==> src/design/pdc_pkg.sv <==
// Shared types and constants for the packet destination classifier.
package pdc_pkg;

	localparam int COUNT_MAX_DEF = 65535;

	localparam int CAP_DEPTH = 24;
	localparam int CAP_IDX_W = 5;
	localparam int CLAIM_W   = 48;

	localparam int IPV4_MIN_LEN = 20;
	localparam int IPV4_PFX_LEN = 24;
	localparam int ETH_MIN_LEN  = 14;
	localparam int ETH_PFX_LEN  = 18;
	localparam int PREFIX_LEN   = 4;
	localparam int IPV4_DST_OFS = 16;

	localparam logic [3:0] IP_VERSION    = 4'h4;
	localparam logic [3:0] IHL_MIN       = 4'h5;
	localparam logic [3:0] MCAST_NIBBLE  = 4'he;

	localparam logic [1:0] MODE_IPV4 = 2'd0;
	localparam logic [1:0] MODE_ETH  = 2'd1;

	localparam logic STATUS_OK       = 1'b0;
	localparam logic STATUS_BAD_ARGS = 1'b1;

	localparam logic [2:0] CLAIM_NONE = 3'd0;
	localparam logic [2:0] CLAIM_IPV4 = 3'd4;
	localparam logic [2:0] CLAIM_MAC  = 3'd6;

	typedef enum logic [2:0] {
		CLS_OK        = 3'd0,
		CLS_MALFORMED = 3'd1,
		CLS_MULTICAST = 3'd2,
		CLS_BCAST_L3  = 3'd3,
		CLS_BCAST_L2  = 3'd4
	} cls_t;

	typedef struct packed {
		logic               status;
		cls_t               classification;
		logic [CLAIM_W-1:0] claim;
		logic [2:0]         claim_bytes;
	} result_t;

endpackage

==> src/design/packet_destination_classifier.sv <==
// Top level of the packet destination classifier.
// The block takes a packet one byte per item, last_byte marking the final one,
// and gives one result per packet, queued as its last byte is taken. It accepts
// one byte every cycle while in_stall is low: the front end captures the first
// 24 bytes, keeps a saturating byte count and classifies the packet from that
// capture plus the byte in hand in the last byte's cycle, so packets may follow
// each other with no gap. Results wait in a two-entry queue, so the input
// stalls only when two results are held back by out_stall. parse_mode selects
// IPv4 tunnel (0) or Ethernet tap (1) parsing; other values give status 1.
// It may be written only while no packet is in flight; cfg_ready is always high.
module packet_destination_classifier #(
	parameter int COUNT_MAX = pdc_pkg::COUNT_MAX_DEF
) (
	input  logic        clk,
	input  logic        arst_n,
	// byte input
	input  logic        in_valid,
	output logic        in_stall,
	input  logic [7:0]  data_byte,
	input  logic        last_byte,
	// configuration write
	input  logic        cfg_valid,
	output logic        cfg_ready,
	input  logic [1:0]  parse_mode,
	// result output
	output logic        out_valid,
	input  logic        out_stall,
	output logic        status,
	output logic [2:0]  classification,
	output logic [47:0] claim,
	output logic [2:0]  claim_bytes
);

	logic             in_accept;
	logic             push;
	logic             q_full;
	pdc_pkg::result_t front_res;
	pdc_pkg::result_t head;

	// hold input while the queue has no room
	assign in_stall  = q_full;
	assign in_accept = in_valid && !q_full;
	assign cfg_ready = 1'b1;

	pdc_front #(
		.COUNT_MAX (COUNT_MAX)
	) u_front (
		.clk       (clk),
		.arst_n    (arst_n),
		.accept    (in_accept),
		.data_byte (data_byte),
		.last_byte (last_byte),
		.cfg_we    (cfg_valid),
		.cfg_mode  (parse_mode),
		.push      (push),
		.result    (front_res)
	);

	// advance the head when the consumer takes it
	pdc_queue u_queue (
		.clk       (clk),
		.arst_n    (arst_n),
		.push      (push),
		.push_data (front_res),
		.pop       (out_valid && !out_stall),
		.full      (q_full),
		.not_empty (out_valid),
		.head      (head)
	);

	assign status         = head.status;
	assign classification = head.classification;
	assign claim          = head.claim;
	assign claim_bytes    = head.claim_bytes;

endmodule

==> src/design/pdc_front.sv <==
// Front end: byte capture, saturating count and destination classification.
module pdc_front #(
	parameter int COUNT_MAX = pdc_pkg::COUNT_MAX_DEF
) (
	input  logic              clk,
	input  logic              arst_n,
	input  logic              accept,
	input  logic [7:0]        data_byte,
	input  logic              last_byte,
	input  logic              cfg_we,
	input  logic [1:0]        cfg_mode,
	output logic              push,
	output pdc_pkg::result_t  result
);

	localparam int CountW = $clog2(COUNT_MAX + 1);

	logic [CountW-1:0] count_q;
	logic [CountW-1:0] n_len;
	logic [1:0]        mode_q;
	logic [7:0]        cap_q [pdc_pkg::CAP_DEPTH];
	logic [7:0]        view  [pdc_pkg::CAP_DEPTH];

	logic        ip_off4;
	logic        ip_bad;
	logic [3:0]  ihl;
	logic [6:0]  ip_end;
	logic [31:0] ip_addr;
	logic        eth_off4;
	logic [47:0] mac;

	always_ff @(posedge clk or negedge arst_n) begin
		if (!arst_n) begin
			count_q <= '0;
			mode_q  <= pdc_pkg::MODE_IPV4;
		end else begin
			if (cfg_we) begin
				mode_q <= cfg_mode;
			end
			if (accept) begin
				if (last_byte) begin
					count_q <= '0;
				end else begin
					count_q <= n_len;
				end
			end
		end
	end

	// capture store, no reset: only entries of the current packet are used
	always_ff @(posedge clk) begin
		if (accept && count_q < CountW'(pdc_pkg::CAP_DEPTH)) begin
			cap_q[count_q[pdc_pkg::CAP_IDX_W-1:0]] <= data_byte;
		end
	end

	// packet as seen including the byte in hand
	always_comb begin
		for (int i = 0; i < pdc_pkg::CAP_DEPTH; i++) begin
			view[i] = (count_q == CountW'(i)) ? data_byte : cap_q[i];
		end
	end

	assign n_len = (count_q == CountW'(COUNT_MAX)) ? count_q : count_q + CountW'(1);

	// IPv4 header checks
	always_comb begin
		ip_off4 = 1'b0;
		ip_bad  = 1'b0;
		if (n_len < CountW'(pdc_pkg::IPV4_MIN_LEN)) begin
			ip_bad = 1'b1;
		end else if (view[0][7:4] != pdc_pkg::IP_VERSION) begin
			if (n_len >= CountW'(pdc_pkg::IPV4_PFX_LEN)
				&& view[pdc_pkg::PREFIX_LEN][7:4] == pdc_pkg::IP_VERSION) begin
				ip_off4 = 1'b1;
			end else begin
				ip_bad = 1'b1;
			end
		end
		ihl    = ip_off4 ? view[pdc_pkg::PREFIX_LEN][3:0] : view[0][3:0];
		ip_end = {1'b0, ihl, 2'b00} + (ip_off4 ? 7'(pdc_pkg::PREFIX_LEN) : 7'd0);
		if (ihl < pdc_pkg::IHL_MIN || CountW'(ip_end) > n_len) begin
			ip_bad = 1'b1;
		end
		if (ip_off4) begin
			ip_addr = {view[23], view[22], view[21], view[20]};
		end else begin
			ip_addr = {view[19], view[18], view[17], view[16]};
		end
	end

	// Ethernet: skip a 4-byte prefix if a packet of 18 bytes or more starts 00 00
	always_comb begin
		eth_off4 = n_len >= CountW'(pdc_pkg::ETH_PFX_LEN)
			&& view[0] == 8'h00 && view[1] == 8'h00;
		if (eth_off4) begin
			mac = {view[9], view[8], view[7], view[6], view[5], view[4]};
		end else begin
			mac = {view[5], view[4], view[3], view[2], view[1], view[0]};
		end
	end

	always_comb begin
		result.status         = pdc_pkg::STATUS_OK;
		result.classification = pdc_pkg::CLS_OK;
		result.claim          = '0;
		result.claim_bytes    = pdc_pkg::CLAIM_NONE;
		case (mode_q)
			pdc_pkg::MODE_IPV4: begin
				if (ip_bad) begin
					result.classification = pdc_pkg::CLS_MALFORMED;
				end else if (ip_addr[7:4] == pdc_pkg::MCAST_NIBBLE) begin
					result.classification = pdc_pkg::CLS_MULTICAST;
				end else begin
					result.claim       = {16'h0000, ip_addr};
					result.claim_bytes = pdc_pkg::CLAIM_IPV4;
					if (&ip_addr) begin
						result.classification = pdc_pkg::CLS_BCAST_L3;
					end
				end
			end
			pdc_pkg::MODE_ETH: begin
				if (n_len < CountW'(pdc_pkg::ETH_MIN_LEN)) begin
					result.classification = pdc_pkg::CLS_MALFORMED;
				end else if (&mac) begin
					result.classification = pdc_pkg::CLS_BCAST_L2;
				end else if (mac[0]) begin
					result.classification = pdc_pkg::CLS_MULTICAST;
				end else begin
					result.claim       = mac;
					result.claim_bytes = pdc_pkg::CLAIM_MAC;
				end
			end
			default: begin
				result.status = pdc_pkg::STATUS_BAD_ARGS;
			end
		endcase
	end

	assign push = accept && last_byte;

endmodule

==> src/design/pdc_queue.sv <==
// Two-entry result queue between the classifier and the output port.
module pdc_queue (
	input  logic              clk,
	input  logic              arst_n,
	input  logic              push,
	input  pdc_pkg::result_t  push_data,
	input  logic              pop,
	output logic              full,
	output logic              not_empty,
	output pdc_pkg::result_t  head
);

	pdc_pkg::result_t entry_q [2];
	logic             wr_ptr_q;
	logic             rd_ptr_q;
	logic [1:0]       fill_q;

	always_ff @(posedge clk or negedge arst_n) begin
		if (!arst_n) begin
			wr_ptr_q <= 1'b0;
			rd_ptr_q <= 1'b0;
			fill_q   <= 2'd0;
		end else begin
			if (push) begin
				wr_ptr_q <= ~wr_ptr_q;
			end
			if (pop) begin
				rd_ptr_q <= ~rd_ptr_q;
			end
			if (push && !pop) begin
				fill_q <= fill_q + 2'd1;
			end else if (pop && !push) begin
				fill_q <= fill_q - 2'd1;
			end
		end
	end

	always_ff @(posedge clk) begin
		if (push) begin
			entry_q[wr_ptr_q] <= push_data;
		end
	end

	assign full      = fill_q[1];
	assign not_empty = fill_q != 2'd0;
	assign head      = entry_q[rd_ptr_q];

endmodule

==> config.mk <==
export PLATFORM = sky130hd
export DESIGN_NAME = packet_destination_classifier
export DESIGN_NICKNAME = d
export VERILOG_FILES = /design/src/design/pdc_pkg.sv /design/src/design/packet_destination_classifier.sv /design/src/design/pdc_front.sv /design/src/design/pdc_queue.sv
export SDC_FILE = /design/constraint.sdc
export NUM_CORES = 1
export LEC_CHECK = 0
export ABC_AREA = 0
export BUFFER_PORTS_ARGS = -buffer_cell sky130_fd_sc_hd__buf_2
export CAP_MARGIN = 20
export CORE_AREA = 4 4 181 183
export CTS_BUF_LIST = sky130_fd_sc_hd__clkbuf_16
export CTS_CLUSTER_DIAMETER = 60
export DETAILED_ROUTE_END_ITERATION = 16
export DIE_AREA = 0 0 185 187
export PLACE_DENSITY = 0.64
export SETUP_SLACK_MARGIN = 0.02
export SLEW_MARGIN = 5
export SYNTH_ARGS = -nofsm -noshare
export SYNTH_HDL_FRONTEND = slang
export SYNTH_HIERARCHICAL = 1
export SYNTH_SLANG_ARGS = --single-unit
==> constraint.sdc <==
create_clock -name clk -period 6.7 [get_ports clk]
set_input_delay 1.34 -clock clk [delete_from_list [all_inputs] [get_ports clk]]
set_output_delay 1.34 -clock clk [all_outputs]
set_load 0.02 [all_outputs]
### After elaboration in Yosys (flattened, before gate mapping)

Memories as Yosys holds them, arrays and structs flattened.
Cells that the tools add are included.

* output and inout port bits: 58
* register bits: 22
* memories kept: 2
* RAM bits: 302
* bits of input ports: 16
* word-level logic and storage cells: 115

* $add $sub $neg: 4
* bitwise logic cells: 2
* magnitude comparators: 7
* equality and inequality tests: 22
* mux-type cells: 50
* reduce and logical (&&, ||, !) cells: 23

Memories
* u_front.cap_q: depth 24, width 8, read ports 18, clocked after Yosys merged registers in 0, wr ports 1, line pdc_front.sv:21 `logic [7:0] cap_q [pdc_pkg::CAP_DEPTH];`
* u_queue.entry_q: depth 2, width 55, read ports 1, clocked after Yosys merged registers in 0, wr ports 1, line pdc_queue.sv:13 `pdc_pkg::result_t entry_q [2];`

Operators by type and width (number)
* two-way mux 51 bit: 4
* two-way mux 8 bit: 18
* == test 16 x 5 -> 1 bit (second input constant): 8
* case mux 54 bit (2 select lines): 1
* == test 16 x 3 -> 1 bit (second input constant): 4
* two-way mux 48 bit: 1
* AND reduction 48 bit: 1
* two-way mux 35 bit: 1
* == test 16 x 2 -> 1 bit (second input constant): 2
* == test 16 x 4 -> 1 bit (second input constant): 2
* greater-or-equal comparator 16 x 5 -> 1 bit (second input constant): 2
* less-than comparator 16 x 5 -> 1 bit (second input constant): 2
* two-way mux 16 bit: 2
* two-way mux 32 bit: 1
* AND reduction 32 bit: 1
* adder 16 x 1 -> 16 bit (second input constant): 1
* == test 16 x 1 -> 1 bit (second input constant): 1
* == test 16 bit (second input constant): 1
* > comparator 7 x 16 -> 1 bit: 1
* zero test 16 bit: 1
* zero test 8 bit: 2
* less-than comparator 16 x 4 -> 1 bit (second input constant): 1
* two-way mux 3 bit: 5
* two-way mux 1 bit: 12
* other kinds (17): 33

### Depth between registers and ports, before layout

Gate-level depths: netlist (run 1).

* depth after elaboration: 14
* gate-level depth with buffers: 27
* depth with buffers taken out: 20

### Cells and area by module

Netlist (run 1), hierarchy kept.

By module, submodules not included
* pdc_front: times used 1, area each 9567.9 µm², cells each 931, seq. area each 4774.6 µm²
* pdc_queue: times used 1, area each 4316.6 µm², cells each 186, seq. area each 3403.3 µm²
* packet_destination_classifier: times used 1, area each 38.8 µm², cells each 4, seq. area each 0.0 µm²

### Least setup slack after synthesis (run 1)

Ideal clock, no wire load.

* path kind: input -> register
* start point: input data_byte[4]
* end point: memory u_queue/entry_q[0][10] in the netlist's numbering, data pin
* library setup time: 0.193 ns
* arrival: 5.489 ns
* slack: 1.018 ns
* stages: 23
* path through: nor3_1 and2_1 or4b_1 o21a_1 buf_6 a31oi_4 buf_4 buf_2 buf_1 mux2i_1 ha_1 ha_1 a21o_1 a21o_1 a21oi_1 nor2b_1 o32ai_1 a21oi_1 nand4b_1 nor2_1 nand2b_1 buf_2 o32ai_1

RTL lines
* start: declaration: line packet_destination_classifier.sv:19 `input logic [7:0] data_byte,`
* end: declaration: line pdc_queue.sv:13

==> out/metrics.cfg, run 1 <==
[power_and_ir_drop]
powerDensity_nw_per_um2=325
leakage_nw=5.72
switching_share_pct=32.2
internal_power_mw=3.44
vdd_drop_max_mv=0.219
p_clk_share_pct=30.9
pwr-share-comb_pct=26.7
seq_power_share_pct=42.5
total_power_mw=5.07
switchingPower_mw=1.63

[synth]
synth_nets=1148
synth-warning-count=6
synth_ff_type=edfxtp_1
yosys.cell_count.top_type=edfxtp_1
synth-edff-count=254
synthTopCellsByCount=edfxtp_1, nor2_1, nand2_1, a21oi_1, mux2_4
synth_area_um2=13900
syn_area_per_cell_um2=12.4
synth.top_cells.by_area=edfxtp_1, mux2_4, dfrtp_1
synth_top_cell_by_area=edfxtp_1
ys_seq_area_share_pct=58.7
yosys.cell_types.count=86
synthCells=1121
ys_seq_elements=276
synth.top_cell.area_share_pct=54.8
synthArstFlopShare_pct=7.97

[route]
drcViolationCount=0
vias=9920
drt_iter0_markers=1082
drt-vias-per-instance=6.18
antenna_left=0
routedWlPerCell_um=24.2
first_pass_iters=5
routed_wl_um=38800

[timing]
fin_crit_sh_pct=92.6
drv_slew=0
max_slew_margin_pct=28.7
setup_viol=0
hold_viol=0
rsz0062_at_grt=false
whs_ps=507
tns_ps=0
max_freq_ghz=0.161
worstMarginPinSlew_ps=1060
post-route-min-period_ps=6200
skew_ps=26.9

[worst_setup_path]
crit_type=flip-flop to flip-flop
cp-start-kind=flip-flop
path_max_fanout=19
critPathCaptureType=flip-flop
crit_required_ps=7060
arrival_ps=6560

[global_routing]
grt_pass1_wl_um=58800
use_met1_pct=31.4
grt_max_degree=57
antenna_found_initial=1
use_met3_pct=3.68
grtUsageTotal_pct=22.0
grt_pass1_vias=9536
grt_busiest_layer=met2
grt-ovfl-total=0
gr-usage-met2_pct=34.3

[die]
die_h_um=187
fp.dieW_um=185
core_area_um2=31200
dieArea_um2=34600
rows=65
start_util_pct=44.6
io_pins=74

[place]
dpl.hpwl_um=27100
io_buffers=72
placed_cell_area_um2=14600
gp_congestion=0.943

[clock_network]
cts_resized=0
root_buffer=clkbuf_16
cts.path.max_buffers=3
cts_buffers=30
htreeDepth=1
clkTransAtPathRegs_ps=70
cts_hold_buf=0
cts_tree=built
cts_sinks=276
cts_setup_buffers=0
clk_latency_ps=570

[job]
max_cap_violations=0

[outcome]
status=complete, no violations

[min_path]
worstHoldPathType=flip-flop to flip-flop

[layout]
final_area_um2=15600
layout-drive-gt1-share_pct=20.2
area_growth_syn_to_layout_pct=11.9
fill_cells=2735
fin_nets=1207
n_antenna_cell=0

[cells by family (layout without fill, tap and decap cells)]
group	after synthesis	count (layout)	synth area share, %
DFF	276	276	58.7
adders and majority gates	11	11	0.988
AOI/OAI and AO/OA	251	251	13.3
buffers and inverters	106	188	3.58
and+or+nand+nor	363	363	13.7
other	2	2	0.0539
muxes	101	101	8.91
xor gates and xnor gates	11	11	0.692
[placed cells by master (no fill, tap or decap), drive strengths merged, types with 9 or more instances in the layout]
cell	netlist	layout
ha	11	11
o22ai	24	24
clkbuf	35	30
mux2	63	63
a311oi	11	11
or3	14	14
nor4	23	23
o2bb2ai	11	11
o21ai	29	29
a31oi	16	16
nand4	19	19
dfrtp	22	22
nand2	69	69
o32ai	9	9
mux2i	38	38
and2	10	10
clkinv	0	13
edfxtp	254	254
buf	37	99
nor3	30	30
nand2b	10	10
a21oi	43	43
nor2	98	98
nand3	33	33
a211oi	9	9
and3	16	16
nor2b	12	12
inv	34	44
[metal layers]
metal	vias to the layer above	routed length [µm]
met1	4872	16700
li1	4497	-
met4	2	1370
met5	-	7
met3	86	3030
met2	463	17700
[power groups by stage]
| stage | clock [mW] | sequential (mW) | combinational, mW |
|---|---|---|---|
| floorplan | 0 | 2.08 | 1.03 |
| global placement | 0 | 2.19 | 1.34 |
| detailed placement | 0 | 2.19 | 1.33 |
| CTS | 1.60 | 2.16 | 1.34 |
| global route | 1.68 | 2.17 | 1.44 |
| finish | 1.57 | 2.15 | 1.35 |
[registers in the layout, summed over array words and instances, names as in the netlist]
signal            flops
u_front/mode_q        2
u_queue/fill_q        2
u_front/count_q      16
u_queue/rd_ptr_q      1
u_front/cap_q       144
u_queue/wr_ptr_q      1
u_queue/entry_q     110
[cell type report]
class / instances / area [µm²] / share of cell area (%)
multi-input cells: 739 / 5270 / 33.8
repair buffers: 99 / 556 / 3.57
clock buffers: 30 / 751 / 4.82
inverters: 34 / 128 / 0.819
well taps: 402 / 503 / 3.23
flip-flops and latches: 276 / 8180 / 52.5
clock inverters: 25 / 188 / 1.20
[worst max-delay path, cell delays in order, from the launching register on]
cell	delay, ps
dfrtp_1	520
ha_1	240
nand4_2	240
nor4_1	520
a31oi_1	310
nor2_1	490
nand3_1	390
nand2_1	380
nor2_1	130
ha_1	310
ha_1	300
a21o_1	160
a21o_1	170
a21oi_1	140
nor2b_1	60
o32ai_1	120
a21oi_1	100
nand4b_1	230
nor2_1	180
nand2b_1	400
buf_4	380
o22ai_1	240
[worst paths after layout]
check	slack (ps)	depth (start not counted)	endpoint	startpoint
min in group asynchronous	760	1	u_front/count_q[14]$_DFFE_PN0P_	arst_n
min	510	1	u_queue/fill_q[0]$_DFFE_PN0P_	u_queue/fill_q[0]$_DFFE_PN0P_
max	500	21	u_queue/entry_q[1][23]$_DFFE_PP_	u_front/count_q[0]$_DFFE_PN0P_
min reg2reg	510	1	u_queue/fill_q[0]$_DFFE_PN0P_	u_queue/fill_q[0]$_DFFE_PN0P_
max in group asynchronous	5520	1	u_queue/rd_ptr_q$_DFFE_PN0P_	arst_n
max reg2reg	500	21	u_queue/entry_q[1][23]$_DFFE_PP_	u_front/count_q[0]$_DFFE_PN0P_
[metrics by stage]
stage,instances,utilization (%),setup slack (ps)
after floorplan,1121,-,1020
after global placement,1547,46.8,581
after detailed placement,1547,46.8,428
after CTS,1602,49.8,652
after global routing,1605,49.9,123
final,1605,49.9,498
No activity file was read; power rests on OpenSTA's default activity.
==> inputs of run 2 (changes only) <==
==> constraint.sdc (replaced) <==
create_clock -name clk -period 6.2 [get_ports clk]
set_input_delay 1.24 -clock clk [delete_from_list [all_inputs] [get_ports clk]]
set_output_delay 1.24 -clock clk [all_outputs]
set_load 0.02 [all_outputs]
==> out/metrics.cfg, run 2 (same netlist as run 1, synthesis figures left out) <==
[power_and_ir_drop]
seq_power_share_pct=42.9  ; +0.4 points
pwr-share-comb_pct=26.8  ; about the same
switching_share_pct=32.3  ; +0.072 points
internal_power_mw=3.67  ; +6.8%
vdd_drop_max_mv=0.232  ; +5.7%
p_clk_share_pct=30.3  ; -0.6 points
leakage_nw=5.73  ; about the same
switchingPower_mw=1.75  ; +7.2%
powerDensity_nw_per_um2=348  ; +6.8%

[route]
routed_wl_um=38300  ; -1.2%
drt-vias-per-instance=6.17  ; -0.18%
first_pass_iters=5  ; unchanged
drcViolationCount=0  ; unchanged
routedWlPerCell_um=23.8  ; -1.4%
drt_iter0_markers=1020  ; -5.7%
vias=9921  ; +0.010%
antenna_left=0  ; unchanged

[timing]
max_slew_margin_pct=32.0  ; +3.4 points
worstMarginPinSlew_ps=1020  ; -42.3 ps
max_freq_ghz=0.177  ; +10%
rsz0062_at_grt=false
whs_ps=527  ; +20.2 ps
skew_ps=11.4  ; -15.5 ps
post-route-min-period_ps=5630  ; -567 ps
fin_crit_sh_pct=90.9  ; -1.7 points
drv_slew=0  ; unchanged
hold_viol=0  ; unchanged
setup_viol=0  ; unchanged
tns_ps=0  ; unchanged

[clock_network]
root_buffer=clkbuf_16
cts_tree=built
cts_setup_buffers=0  ; unchanged
cts_hold_buf=0  ; unchanged
htreeDepth=1  ; unchanged
cts_buffers=30  ; unchanged
cts.path.max_buffers=3  ; unchanged
clk_latency_ps=560  ; about the same
cts_resized=0  ; unchanged
cts_sinks=276  ; unchanged
clkTransAtPathRegs_ps=60  ; about the same

[global_routing]
grt-ovfl-total=0  ; unchanged
grt_max_degree=57  ; unchanged
antenna_found_initial=0  ; -1
grtUsageTotal_pct=21.7  ; -0.30 points
grt_pass1_wl_um=58400  ; -0.67%
grt_pass1_vias=9476  ; -0.63%

[layout]
layout-drive-gt1-share_pct=21.4  ; +1.2 points
fill_cells=2718  ; -0.62%
area_growth_syn_to_layout_pct=12.0
largest_reg_flops=144  ; unchanged
n_antenna_cell=0  ; unchanged
layout.cells.most_common_list=edfxtp_1, nor2_1, buf_2
final_area_um2=15600  ; +0.14%
final_util_pct=49.9  ; +0.068 points
layout_commonest_cell=edfxtp_1
fin_nets=1211  ; +0.33%

[worst_setup_path]
cpMostUsedCell=ha_1
crit_required_ps=6550  ; -510 ps
arrival_ps=5990  ; -570 ps
crit_type=flip-flop to flip-flop
r2r_setup_slack_ps=570  ; +70 ps
worst_path_max_delay_cell=dfrtp_1
cp-start-kind=flip-flop
path_cells=ha_1, nand4_2, nor3_1, mux2i_1, nor3b_2, nand3_1, nand2_1, nor2_1, ha_1, ha_1, a21o_1, a21o_1, a21oi_1, nor2b_1, o32ai_1, a21oi_1, nand4b_1, nor2_1, nand2b_1, buf_4, o32ai_1
critPathCaptureType=flip-flop
slowest_delay_ps=530  ; about the same
path_max_fanout=20  ; +1

[outcome]
status=complete, no violations

[die]
io_pins=74  ; unchanged
start_util_pct=44.6  ; unchanged
die_h_um=187  ; unchanged
dieArea_um2=34600  ; unchanged
rows=65  ; unchanged
fp.dieW_um=185  ; unchanged
core_area_um2=31200  ; unchanged

[place]
dpl.hpwl_um=26800  ; -1.0%
gp_congestion=1.00  ; +6.4%
io_buffers=72  ; unchanged
placed_cell_area_um2=14700  ; +0.27%

[job]
max_cap_violations=0  ; unchanged

[min_path]
worstHoldPathType=flip-flop to flip-flop

run 2: stage by stage:
stage / power [mW] / setup WS [ps] / std cells
detailed placement: 3.80 / 489 / 1553
floorplan: 3.36 / 618 / 1121
CTS: 5.44 / 547 / 1607
finish: 5.42 / 565 / 1608
global placement: 3.80 / 600 / 1551
global route: 5.64 / 144 / 1608
run 2: final timing paths:
kind / end / startpoint / depth (start not counted)
hold reg to reg: u_queue/fill_q[0]$_DFFE_PN0P_ / u_queue/fill_q[0]$_DFFE_PN0P_ / 1
max in group asynchronous: u_queue/rd_ptr_q$_DFFE_PN0P_ / arst_n / 1
setup reg to reg: u_queue/entry_q[1][8]$_DFFE_PP_ / u_front/count_q[0]$_DFFE_PN0P_ / 21
setup / recovery: u_queue/entry_q[1][8]$_DFFE_PP_ / u_front/count_q[0]$_DFFE_PN0P_ / 21
hold / removal: u_queue/fill_q[0]$_DFFE_PN0P_ / u_queue/fill_q[0]$_DFFE_PN0P_ / 1
min in group asynchronous: u_front/count_q[7]$_DFFE_PN0P_ / arst_n / 1
run 2: layer usage:
layer | part of all wire (%) | wire length, µm | GRT usage [%]
met5 | 0 | 0 | 0
met4 | 3.5 | 1340 | 7.00
met3 | 8.0 | 3080 | 3.64
met2 | 45 | 17300 | 33.7
met1 | 43 | 16600 | 31.1
run 2: final cells by class:
type                    instances  area, µm²  area share, %
clock buffers                  30        751           4.81
multi-input cells             739       5290           33.9
repair buffers                103        586           3.75
flip-flops and latches        276       8180           52.5
clock inverters                24        165           1.06
well taps                     402        503           3.22
inverters                      34        128          0.818
run 2: critical path: cells and delay by family, from the launching register on:
kind | cells | cell delay [ps]
AOI/OAI and AO/OA | 6 | 1080
and+or+nand+nor | 10 | 2390
buffers and inverters | 1 | 220
muxes | 1 | 340
DFF | 1 | 530
adders and majority gates | 3 | 860
run 2: power groups by stage:
stage                     clock [mW]  sequential (mW)  combinational, mW
after detailed placement           0             2.37               1.43
after global placement             0             2.36               1.44
final                           1.65             2.32               1.45
after CTS                       1.68             2.33               1.44
after floorplan                    0             2.25               1.11
after global routing            1.76             2.34               1.55
